<file path="src/rtl/tecpu_pkg.sv">
package tecpu_pkg;

    localparam int PROG_DEPTH_DEF = 256;
    localparam int NUM_REGS       = 6;

    localparam logic KIND_LOAD = 1'b0;
    localparam logic KIND_STEP = 1'b1;

    typedef enum logic [1:0] {
        CLS_IMM  = 2'b00,
        CLS_ALU  = 2'b01,
        CLS_COPY = 2'b10,
        CLS_JUMP = 2'b11
    } class_t;

    localparam logic [2:0] ALU_OR   = 3'd0;
    localparam logic [2:0] ALU_NAND = 3'd1;
    localparam logic [2:0] ALU_NOR  = 3'd2;
    localparam logic [2:0] ALU_AND  = 3'd3;
    localparam logic [2:0] ALU_ADD  = 3'd4;
    localparam logic [2:0] ALU_SUB  = 3'd5;

    localparam logic [2:0] COND_NEVER = 3'd0;
    localparam logic [2:0] COND_EQZ   = 3'd1;
    localparam logic [2:0] COND_LTZ   = 3'd2;
    localparam logic [2:0] COND_LEZ   = 3'd3;
    localparam logic [2:0] COND_ALWAYS = 3'd4;
    localparam logic [2:0] COND_NEZ   = 3'd5;
    localparam logic [2:0] COND_GEZ   = 3'd6;
    localparam logic [2:0] COND_GTZ   = 3'd7;

    localparam logic [2:0] SEL_PORT = 3'd6;
    localparam logic [2:0] SEL_NONE = 3'd7;

    localparam logic [2:0] REG_IMM = 3'd0;
    localparam logic [2:0] REG_A   = 3'd1;
    localparam logic [2:0] REG_B   = 3'd2;
    localparam logic [2:0] REG_RES = 3'd3;

    typedef struct packed {
        logic       halted;
        logic       jump_taken;
        logic [7:0] next_pc;
        logic       out_written;
        logic [7:0] out_value;
    } result_t;

    function automatic logic [7:0] alu_op(input logic [2:0] op, input logic [7:0] a,
                                          input logic [7:0] b, input logic [7:0] old);
        logic [7:0] r;
        unique case (op)
            ALU_OR:   r = a | b;
            ALU_NAND: r = ~(a & b);
            ALU_NOR:  r = ~(a | b);
            ALU_AND:  r = a & b;
            ALU_ADD:  r = a + b;
            ALU_SUB:  r = a - b;
            default:  r = old;
        endcase
        return r;
    endfunction

    function automatic logic cond_holds(input logic [2:0] c, input logic [7:0] v);
        logic neg;
        logic zero;
        logic r;
        neg  = v[7];
        zero = (v == 8'd0);
        unique case (c)
            COND_NEVER:  r = 1'b0;
            COND_EQZ:    r = zero;
            COND_LTZ:    r = neg;
            COND_LEZ:    r = neg | zero;
            COND_ALWAYS: r = 1'b1;
            COND_NEZ:    r = ~zero;
            COND_GEZ:    r = ~neg;
            COND_GTZ:    r = ~neg & ~zero;
            default:     r = 1'b0;
        endcase
        return r;
    endfunction

endpackage

</file>
<file path="src/rtl/tecpu_prog_mem.sv">
module tecpu_prog_mem
    import tecpu_pkg::*;
#(
    parameter int PROG_DEPTH = PROG_DEPTH_DEF
) (
    input  logic       aclk,
    input  logic       aresetn,
    input  logic       wr_en,
    input  logic [7:0] wr_addr,
    input  logic [7:0] wr_data,
    input  logic [7:0] rd_addr,
    output logic [7:0] instr
);

    localparam int         AW      = $clog2(PROG_DEPTH);
    localparam logic [8:0] DEPTH_W = 9'(PROG_DEPTH);

    logic [7:0]            prog_mem_reg [PROG_DEPTH];
    logic [7:0]            rdata_reg;
    logic [PROG_DEPTH-1:0] valid_reg;
    logic                  rvalid_reg;
    logic                  rvalid_next;
    logic                  byp_hit_reg;
    logic                  byp_hit_next;
    logic [7:0]            byp_data_reg;
    logic                  wr_ok;
    logic                  rd_ok;
    logic [AW-1:0]         wr_idx;
    logic [AW-1:0]         rd_idx;

    assign wr_idx = wr_addr[AW-1:0];
    assign rd_idx = rd_addr[AW-1:0];
    assign wr_ok  = wr_en && ({1'b0, wr_addr} < DEPTH_W);
    assign rd_ok  = {1'b0, rd_addr} < DEPTH_W;

    assign byp_hit_next = wr_ok && (wr_addr == rd_addr);
    assign rvalid_next  = rd_ok && valid_reg[rd_idx];

    always_ff @(posedge aclk) begin
        if (wr_ok) begin
            prog_mem_reg[wr_idx] <= wr_data;
        end
        rdata_reg    <= prog_mem_reg[rd_idx];
        byp_data_reg <= wr_data;
    end

    // per-entry valid bits stand in for clearing the store at reset
    always_ff @(posedge aclk) begin
        if (!aresetn) begin
            valid_reg   <= '0;
            rvalid_reg  <= 1'b0;
            byp_hit_reg <= 1'b0;
        end else begin
            if (wr_ok) begin
                valid_reg[wr_idx] <= 1'b1;
            end
            rvalid_reg  <= rvalid_next;
            byp_hit_reg <= byp_hit_next;
        end
    end

    always_comb begin
        if (byp_hit_reg) begin
            instr = byp_data_reg;
        end else if (rvalid_reg) begin
            instr = rdata_reg;
        end else begin
            instr = 8'd0;
        end
    end

endmodule

</file>
<file path="src/rtl/tecpu_exec.sv">
module tecpu_exec
    import tecpu_pkg::*;
#(
    parameter int PROG_DEPTH = PROG_DEPTH_DEF
) (
    input  logic       aclk,
    input  logic       aresetn,
    input  logic       step_en,
    input  logic [7:0] instr,
    input  logic [7:0] in_value,
    output logic [7:0] pc_cur,
    output logic [7:0] pc_next,
    output result_t    res
);

    localparam logic [8:0] DEPTH_W = 9'(PROG_DEPTH);

    logic [7:0] pc_reg;
    logic [7:0] rf_reg  [NUM_REGS];
    logic [7:0] rf_next [NUM_REGS];

    always_comb begin
        logic       run;
        logic [2:0] src;
        logic [2:0] dst;
        logic [7:0] src_val;
        class_t     cls;
        src = instr[5:3];
        dst = instr[2:0];
        cls = class_t'(instr[7:6]);
        if (src < 3'(NUM_REGS)) begin
            src_val = rf_reg[src];
        end else if (src == SEL_PORT) begin
            src_val = in_value;
        end else begin
            src_val = 8'd0;
        end

        run     = step_en && ({1'b0, pc_reg} < DEPTH_W);
        pc_next = pc_reg;
        rf_next = rf_reg;
        res     = '0;

        if (run) begin
            pc_next = pc_reg + 8'd1;
            unique case (cls)
                CLS_IMM: begin
                    rf_next[REG_IMM] = {2'b00, instr[5:0]};
                end
                CLS_ALU: begin
                    rf_next[REG_RES] = alu_op(instr[2:0], rf_reg[REG_A], rf_reg[REG_B],
                                              rf_reg[REG_RES]);
                end
                CLS_COPY: begin
                    if (dst < 3'(NUM_REGS)) begin
                        rf_next[dst] = src_val;
                    end else if (dst == SEL_PORT) begin
                        res.out_value   = src_val;
                        res.out_written = 1'b1;
                    end
                end
                CLS_JUMP: begin
                    if (cond_holds(instr[2:0], rf_reg[REG_RES])) begin
                        pc_next        = rf_reg[REG_IMM];
                        res.jump_taken = 1'b1;
                    end
                end
                default: begin
                end
            endcase
        end

        res.next_pc = pc_next;
        res.halted  = {1'b0, pc_next} >= DEPTH_W;
    end

    always_ff @(posedge aclk) begin
        if (!aresetn) begin
            pc_reg <= 8'd0;
            rf_reg <= '{default: 8'd0};
        end else begin
            pc_reg <= pc_next;
            rf_reg <= rf_next;
        end
    end

    assign pc_cur = pc_reg;

endmodule

</file>
<file path="src/rtl/tiny_eight_bit_cpu_core.sv">
// Eight-bit CPU core driven one word at a time.
// Input stream: s_tuser is the kind (0 = load a program byte, 1 = execute one
// instruction); s_tdata carries load address, load byte and the input port byte.
// Output stream: one result word per input word with the output port byte,
// its write flag, the pc after the word, jump flag and halt flag.
// The result is registered and shows on m_* in the cycle after accept.
// Throughput: one word per cycle while m_* is not stalled. The instruction
// at the next pc is fetched from the synchronous program store in the same
// cycle the pc is updated, and a load to that address is forwarded, so steps
// and loads may follow each other with no bubble.
// Reset (aresetn low, synchronous): pc and all six registers go to zero and
// the program store reads as zero everywhere; the core is ready immediately.
// Stall: a stalled result word holds on m_*; one more input word is taken
// only when the output register empties in the same cycle.
module tiny_eight_bit_cpu_core
    import tecpu_pkg::*;
#(
    parameter int PROG_DEPTH = PROG_DEPTH_DEF
) (
    input  logic        aclk,
    input  logic        aresetn,
    input  logic        s_tvalid,
    output logic        s_tready,
    input  logic [23:0] s_tdata,   // load_address, load_word, in_value
    input  logic        s_tuser,   // kind
    output logic        m_tvalid,
    input  logic        m_tready,
    output logic [23:0] m_tdata    // out_value, out_written, next_pc, jump_taken, halted, zero pad
);

    logic       s_acc;
    logic       step_en;
    logic       load_en;
    logic [7:0] instr;
    logic [7:0] pc_cur;
    logic [7:0] pc_next;
    result_t    res;
    result_t    m_res_reg;
    logic       m_tvalid_reg;
    logic       m_tvalid_next;

    assign s_tready = !m_tvalid_reg || m_tready;
    assign s_acc    = s_tvalid && s_tready;
    assign step_en  = s_acc && (s_tuser == KIND_STEP);
    assign load_en  = s_acc && (s_tuser == KIND_LOAD);

    tecpu_prog_mem #(
        .PROG_DEPTH(PROG_DEPTH)
    ) u_prog_mem (
        .aclk    (aclk),
        .aresetn (aresetn),
        .wr_en   (load_en),
        .wr_addr (s_tdata[7:0]),
        .wr_data (s_tdata[15:8]),
        .rd_addr (pc_next),
        .instr   (instr)
    );

    tecpu_exec #(
        .PROG_DEPTH(PROG_DEPTH)
    ) u_exec (
        .aclk     (aclk),
        .aresetn  (aresetn),
        .step_en  (step_en),
        .instr    (instr),
        .in_value (s_tdata[23:16]),
        .pc_cur   (pc_cur),
        .pc_next  (pc_next),
        .res      (res)
    );

    assign m_tvalid_next = s_acc || (m_tvalid_reg && !m_tready);

    always_ff @(posedge aclk) begin
        if (!aresetn) begin
            m_tvalid_reg <= 1'b0;
        end else begin
            m_tvalid_reg <= m_tvalid_next;
        end
    end

    always_ff @(posedge aclk) begin
        if (s_acc) begin
            m_res_reg <= res;
        end
    end

    assign m_tvalid = m_tvalid_reg;
    assign m_tdata  = {5'd0, m_res_reg};

`ifndef ASSERT_OFF
    a_jump_no_out: assert property (@(posedge aclk) disable iff (!aresetn)
        m_tvalid_reg && m_res_reg.jump_taken |-> !m_res_reg.out_written)
        else $error("jump and output write in one word");

    a_out_zero: assert property (@(posedge aclk) disable iff (!aresetn)
        m_tvalid_reg && !m_res_reg.out_written |-> m_res_reg.out_value == 8'd0)
        else $error("output byte nonzero without write");

    a_load_keeps_pc: assert property (@(posedge aclk) disable iff (!aresetn)
        load_en |=> m_res_reg.next_pc == $past(pc_cur) && pc_cur == $past(pc_cur))
        else $error("load word moved the pc");
`endif

endmodule
</file>
<file path="config.mk">
export PLATFORM = sky130hd
export DESIGN_NAME = tiny_eight_bit_cpu_core
export DESIGN_NICKNAME = d
export VERILOG_FILES = /design/src/rtl/tecpu_pkg.sv /design/src/rtl/tecpu_prog_mem.sv /design/src/rtl/tecpu_exec.sv /design/src/rtl/tiny_eight_bit_cpu_core.sv
export SDC_FILE = /design/constraint.sdc
export NUM_CORES = 2
export LEC_CHECK = 0
export BUFFER_PORTS_ARGS = -buffer_cell sky130_fd_sc_hd__buf_2
export CAP_MARGIN = 20
export CORE_MARGIN = 1
export CORE_UTILIZATION = 50
export CTS_CLUSTER_DIAMETER = 50
export DETAILED_ROUTE_END_ITERATION = 12
export PLACE_DENSITY = 0.72
export SYNTH_ARGS = -nofsm -noshare
export SYNTH_HDL_FRONTEND = slang
export SYNTH_SLANG_ARGS = --single-unit
</file>
<file path="constraint.sdc">
create_clock -name aclk -period 10.5 [get_ports aclk]
set_input_delay 1.575 -clock aclk [delete_from_list [all_inputs] [get_ports aclk]]
set_output_delay 1.575 -clock aclk [all_outputs]
set_load 0.01 [all_outputs]
</file>
## Word-level counts from Yosys, hierarchy flattened

Memory sizes are Yosys's and may differ from the RTL's. A register that Yosys moved wholly into a read port is not among the register bits.
Cells that the tools add are included.

| word-level totals | value |
|---|---|
| logic and storage cells | 107 |
| flip-flop bits (word level) | 341 |
| memories | 1 |
| input bits | 29 |
| output and inout bits | 26 |
| RAM bits | 2048 |

| cells by class | value |
|---|---|
| order comparisons | 8 |
| reduce and logical (&&, ||, !) cells | 22 |
| add/sub/neg operators | 3 |
| mux-type cells | 28 |
| equality and inequality tests | 14 |
| bitwise gates (word level) | 15 |

Memory list:

| name | depth | bits a word | read ports | clocked after memory_dff | wr ports | RTL line | text |
|---|---|---|---|---|---|---|---|
| u_prog_mem.prog_mem_reg | 256 | 8 | 1 | 1 | 1 | tecpu_prog_mem.sv:18 | `logic [7:0] prog_mem_reg [PROG_DEPTH];` |

Operator list:

| operator | number |
|---|---|
| $or A256 B256 Y256 | 1 |
| $mux W8 | 10 |
| $bwmux W48 | 1 |
| $mux W48 | 1 |
| $pmux W8 S6 | 1 |
| $pmux W8 S2 | 2 |
| $bmux W8 S3 | 1 |
| $demux W8 S3 | 1 |
| $lt A8 B9 Y1 const B | 2 |
| $not A8 Y8 | 2 |
| $eq A3 B3 Y1 const B | 5 |
| $mux W9 | 1 |
| $add A8 B1 Y8 const B | 1 |
| $add A8 B8 Y8 | 1 |
| $and A8 B8 Y8 | 1 |
| $bmux W1 S8 | 1 |
| $demux W1 S8 | 1 |
| $eq A8 B8 Y1 | 1 |
| $ge A4 B4 Y1 const B | 2 |
| $ge A8 B1 Y1 const B | 1 |
| $logic_not A8 Y1 | 1 |
| $not A3 Y4 | 2 |
| $or A8 B8 Y8 | 1 |
| $pmux W1 S8 | 1 |
| other kinds (24) | 48 |

## Longest topological paths before layout

| depth | value |
|---|---|
| word-level depth | 11 |
| gate-level depth with buffers | 23 |
| depth with buffers taken out | 19 |

## Cells and area by module

Synthesis repeated with hierarchy kept, for this count alone.

| second synthesis, totals | value |
|---|---|
| cell total of the unflattened synthesis | 4715 |
| area, all modules | 94077.7 sq um |

By module, submodules not included:

| module | cells an instance | area an instance (sq um) | seq. area each (sq um) | instances |
|---|---|---|---|---|
| tecpu_prog_mem | 4184 | 89230.6 | 66984.2 | 1 |
| tecpu_exec | 499 | 4165.2 | 1121.1 | 1 |
| tiny_eight_bit_cpu_core | 32 | 681.9 | 590.6 | 1 |

## Worst setup path after synthesis

Ideal clock, no wire load.

| path | value |
|---|---|
| path type | input port to flip-flop |
| from | input m_tready |
| to | register u_prog_mem.rdata_reg[5] (read register of u_prog_mem.prog_mem_reg) |
| stages on the path | 15 |
| path buffers | 4 |
| library setup time | 0.092 ns |
| data arrival time | 4.437 ns |
| data required time | 10.408 ns |
| setup slack | 5.971 ns |
| cell sequence | nand2b_1 -> nand3_1 -> clkbuf_1 -> or3_1 -> a211oi_1 -> a311oi_2 -> buf_2 -> nand2_1 -> clkbuf_1 -> clkbuf_1 -> o22ai_1 -> o21a_1 -> nor4_1 -> nor3_1 -> nor4_1 |

| on the way | value |
|---|---|
| cells in the longest elaborated chain, start to end | 4 |

RTL lines:

| item | RTL line | text |
|---|---|---|
| start, declared | tiny_eight_bit_cpu_core.sv:27 | `input logic m_tready,` |
| $logic_or A1 B1 Y1 | tiny_eight_bit_cpu_core.sv:42 | `assign s_tready = !m_tvalid_reg \|\| m_tready;` |
| $logic_and A1 B1 Y1 | tiny_eight_bit_cpu_core.sv:43 | `assign s_acc = s_tvalid && s_tready;` |
| $logic_and A1 B1 Y1 | tiny_eight_bit_cpu_core.sv:44 | `assign step_en = s_acc && (s_tuser == KIND_STEP);` |
| $mux W8 | tecpu_exec.sv:44 | `if (run) begin` |
| end, declared | tecpu_prog_mem.sv:19 | `logic [7:0] rdata_reg;` |

No other way between the ends.
A chain may end at the register's enable or synchronous reset.

## Worst setup path in the final report

| path | value |
|---|---|
| from | register u_prog_mem.rvalid_reg |
| to | register u_prog_mem.rdata_reg[1] (read register of u_prog_mem.prog_mem_reg) |

| on the way | value |
|---|---|
| cells in the longest elaborated chain, start to end | 9 |
| elaborated cells between the ends (all ways) | 17 |
| those cells by class | 8 x eq/ne; 8 x mux; 1 x reduce/logical |

RTL lines:

| item | RTL line | text |
|---|---|---|
| start, declared | tecpu_prog_mem.sv:21 | `logic rvalid_reg;` |
| start signal, assigned | tecpu_prog_mem.sv:57 | `rvalid_reg <= rvalid_next;` |
| $mux W8 (*) | tecpu_prog_mem.sv:65 | `end else if (rvalid_reg) begin` |
| $mux W8 (*) | tecpu_prog_mem.sv:63 | `if (byp_hit_reg) begin` |
| $eq A3 B3 Y1, or another cell as far along | tecpu_pkg.sv:69 | `unique case (c)` |
| $pmux W1 S8 | tecpu_pkg.sv:69 |  |
| $mux W1 | tecpu_exec.sv:46 | `unique case (cls)` |
| $mux W1 | tecpu_exec.sv:44 |  |
| $mux W8 | tecpu_exec.sv:63 | `if (cond_holds(instr[2:0], rf_reg[REG_RES])) begin` |
| $mux W8 (*) | tecpu_exec.sv:46 |  |
| $mux W8 (*) | tecpu_exec.sv:44 |  |

Every way passes the cells marked *; elsewhere a longest branch is shown, timed or not. The select of a mux whose other input is x is not followed.

==> results.sh <==
export IMPL_outcome="finished, final reports clean"
export IMPL_routedWlPerCell_microns=28.4
export IMPL_p_comb_share_pct=5.2
export IMPL_post_synth_cell_area_avg_sq_um=12.4
export IMPL_timing_fmax_ghz=0.139
export IMPL_synth_cell_types=80
export IMPL_initial_utilization_pct=50.3
export IMPL_floorplan_die_height_microns=442
export IMPL_ios=55
export IMPL_hold_violations=0
export IMPL_cpMostUsedCell="buf_4"
export IMPL_fin_area_sq_um=107000
export IMPL_synth_cell_area_sq_um=96700
export IMPL_hold_bufs_inserted_after_cts=0
export IMPL_vias=67396
export IMPL_path_cells="nor2b_1 -> a22oi_1 -> inv_1 -> ha_1 -> inv_1 -> a211oi_2 -> or2_1 -> a311oi_4 -> buf_4 -> inv_2 -> buf_4 -> nand2_1 -> buf_4 -> nor2_1 -> nand2_1 -> a211oi_1 -> a2111oi_0 -> a211oi_1 -> clkbuf_4 -> and3_1"
export IMPL_synth_enable_flop_cells=2066
export IMPL_synth_ff_type="edfxtp_1"
export IMPL_fin_setup_tns_ns=0
export IMPL_worstSetupPathType="flop to flop"
export IMPL_drt_antenna_violating_nets=0
export IMPL_drv_slew=0
export IMPL_clk_root_buffer_cell="clkbuf_16"
export IMPL_worstSkewPairLatency_ns=0.89
export IMPL_swShare_pct=22.8
export IMPL_crit_buf_inv=7
export IMPL_drt_first_iter_violations=10908
export IMPL_die_area_sq_um=195000
export IMPL_fillCellCount=15117
export IMPL_postSynthCellCount=7793
export IMPL_path_clk_slew_ns=0.07
export IMPL_synth_area_leaders="edfxtp_1 64%, nand2_1 7.5%, dfxtp_1 6.9%, nand3_1 4.4%, mux2i_1 2.2%"
export IMPL_switching_power_mw=4.49
export IMPL_synthesis_stage_register_bit_count=2397
export IMPL_required_time_at_the_endpoint_of_the_critical_path_ns=11.33
export IMPL_drt_wl_total_mm=297
export IMPL_post_route_util_pct=55.6
export IMPL_cts_buffers_inserted=229
export IMPL_power_report_internal_total_mw=15.2
export IMPL_finalCritPeriodShare_pct=68.4
export IMPL_min_path_type="flop to flop"
export IMPL_design_core_area_sq_um=192000
export IMPL_worst_path_largest_cell_delay_ns=0.90
export IMPL_hpwlAfterDp_mm=174
export IMPL_synth_async_sr_flop_share_pct=0
export IMPL_post_route_cells_drive_above_1_share_pct=7.60
export IMPL_drv_cap=0
export IMPL_clock_tree_htree_level_count=4
export IMPL_arrival_ns=8.01
export IMPL_seq_area_frac_synth_pct=71.0
export IMPL_die_width_microns=442
export IMPL_timing_critical_path_slowest_stage_cell="nor2_1"
export IMPL_detailedRoute_firstPassIterationCount=11
export IMPL_leakage_nw=35.7
export IMPL_wire_length_of_the_first_global_routing_pass_mm=427
export IMPL_max_vdd_ir_drop_mv=0.189
export IMPL_cts_sinks=2397
export IMPL_ys_warnings_count=0
export IMPL_period_minus_slack_ns=7.18
export IMPL_crit_path_end_kind="flop"
export IMPL_synth_top_cell_area_share_pct=64.2
export IMPL_timing_worst_slew_pin_value_ns=1.25
export IMPL_finalSetupViolations=0
export IMPL_placedInstanceArea_sq_um=99200
export IMPL_yosys_area_top_type="edfxtp_1"
export IMPL_antenna_violations_before_repair=21
export IMPL_power_density_cell_area_nw_per_um2=184
export IMPL_relSlewSlack_pct=16.5
export IMPL_gp_weighted_congestion=0.934
export IMPL_cp_start_kind="flop"
export IMPL_clk_path_buf_depth=3
export IMPL_setup_repair_after_global_routing_missed_its_margin="false"
export IMPL_timing_critical_path_max_delay_family="simple AND/OR/NAND/NOR gates"
export IMPL_fp_row_count=161
export IMPL_skew_ns=0.0804
export IMPL_number_of_flip_flops_in_the_largest_register=2048
export IMPL_vias_in_the_first_global_route=62174
export IMPL_seqPwrFrac_pct=52.7
export IMPL_grt_overflow_total=0
export IMPL_globalRouteTotalUtil_pct=29.6
export IMPL_detailed_route_drc_error_count=0
export IMPL_cts_tree="built"
export IMPL_clock_power_share_pct=42.1
export IMPL_route_detailed_vias_per_inst=6.45
export IMPL_cts_repair_timing_setup_buffer_count=0
export IMPL_cts_resized=0
export IMPL_grt_start_max_net_pins=160
export IMPL_areaGrowthSynthToFinish_pct=10.6
export IMPL_numPortBuffers=48
export IMPL_nets=7745
export IMPL_crit_fanout=26
[metal layers]
metal | routed length, microns | share of wire, % | vias up | GRT usage (%)
li1 | - | - | 28439 | -
met1 | 108000 | 36 | 33089 | 39.6
met2 | 133000 | 45 | 5004 | 44.5
met3 | 39700 | 13 | 852 | 7.57
met4 | 16600 | 5.6 | 12 | 15.6
met5 | 74 | 0.025 | - | 0
[cells in the mapped netlist (8+ instances only)]
library cell and n:
nand3_1 858, a311oi_1 90, xnor2_1 25, a211oi_1 37, buf_4 54, nor4_1 22, a21oi_1 160, o21a_1 257
inv_1 26, o31ai_1 16, o21ai_0 59, mux2i_1 216, a21o_1 8, buf_1 51, nand2_1 1944, nor2b_1 34
a2111oi_0 21, dfxtp_1 331, a221oi_1 30, ha_1 15, edfxtp_1 2066, or4_1 13, o211ai_1 10, nor3_1 33
clkbuf_1 193, o221ai_1 10, nand4_1 61, and2_1 23, o211a_1 9, or3_1 10, a21boi_0 16, a22oi_1 39
o22ai_1 33, a32oi_1 50, nor2_1 315, buf_2 245, a31oi_1 174, and3_1 153
[power by group through the flow]
stage                     Sequential, mW  Clock (mW)  Combinational, mW
after CTS                           10.4        8.29              0.985
after detailed placement            10.6           0              0.983
after global routing                10.4        8.65               1.05
final                               10.4        8.29               1.02
after floorplan                     10.6           0              0.526
after global placement              10.6           0              0.966
[cells in the final DEF, fill, tap and decap left out, drive strengths merged, types with 92 or more instances in the layout]
cell	synthesis	final
edfxtp	2066	2066
nand2	1944	1944
nand3	858	858
dfxtp	331	331
clkbuf	194	319
nor2	317	317
o21a	257	257
mux2i	216	216
buf	354	210
a31oi	174	174
a21oi	160	160
and3	153	153
clkinv	2	94
a311oi	92	92
[stage by stage]
| step | cells | setup slack (ns) | power, mW | hold slack, ns |
|---|---|---|---|---|
| final | 10446 | 3.32 | 19.7 | 0.464 |
| after global routing | 10436 | 3.15 | 20.1 | 0.476 |
| after CTS | 10414 | 3.20 | 19.6 | 0.467 |
| after detailed placement | 9978 | 2.98 | 11.6 | 0.453 |
| after global placement | 9964 | 3.05 | 11.5 | 0.439 |
| after floorplan | 7798 | 5.97 | 11.1 | 0.433 |
[final cells by class]
cell class | count | area [sq um] | share of cell area [%]
flip-flops and latches | 2397 | 68700 | 64.2
multi-input cells | 4821 | 25500 | 23.8
clock buffers | 310 | 6340 | 5.93
well taps | 2526 | 3160 | 2.96
repair buffers | 219 | 1890 | 1.77
clock inverters | 126 | 1230 | 1.15
inverters | 32 | 143 | 0.133
diodes | 15 | 37.5 | 0.0351
[worst paths after layout]
kind                                                             from                                    end  slack (ns)  depth (start not counted)
worst max-delay path                 u_prog_mem.rvalid_reg$_SDFF_PN0_        u_prog_mem.rdata_reg[1]$_DFF_P_        3.32                         20
worst min-delay path            u_prog_mem.valid_reg[99]$_SDFFE_PN0P_  u_prog_mem.valid_reg[99]$_SDFFE_PN0P_        0.46                          1
worst max register to register       u_prog_mem.rvalid_reg$_SDFF_PN0_        u_prog_mem.rdata_reg[1]$_DFF_P_        3.32                         20
worst min register to register  u_prog_mem.valid_reg[99]$_SDFFE_PN0P_  u_prog_mem.valid_reg[99]$_SDFFE_PN0P_        0.46                          1
[kinds of logic after synthesis]
kind of cell               count (synthesis)  synth area share, %
muxes                                    216                 2.24
adders and majority gates                 16                0.215
xor gates and xnor gates                  28                0.254
buffers and inverters                    580                 2.81
and+or+nand+nor                         3497                 15.7
AOI/OAI and AO/OA                       1058                 7.77
DFF                                     2397                 71.0
other                                      1              0.00388
No activity file was read; power rests on OpenSTA's default activity.
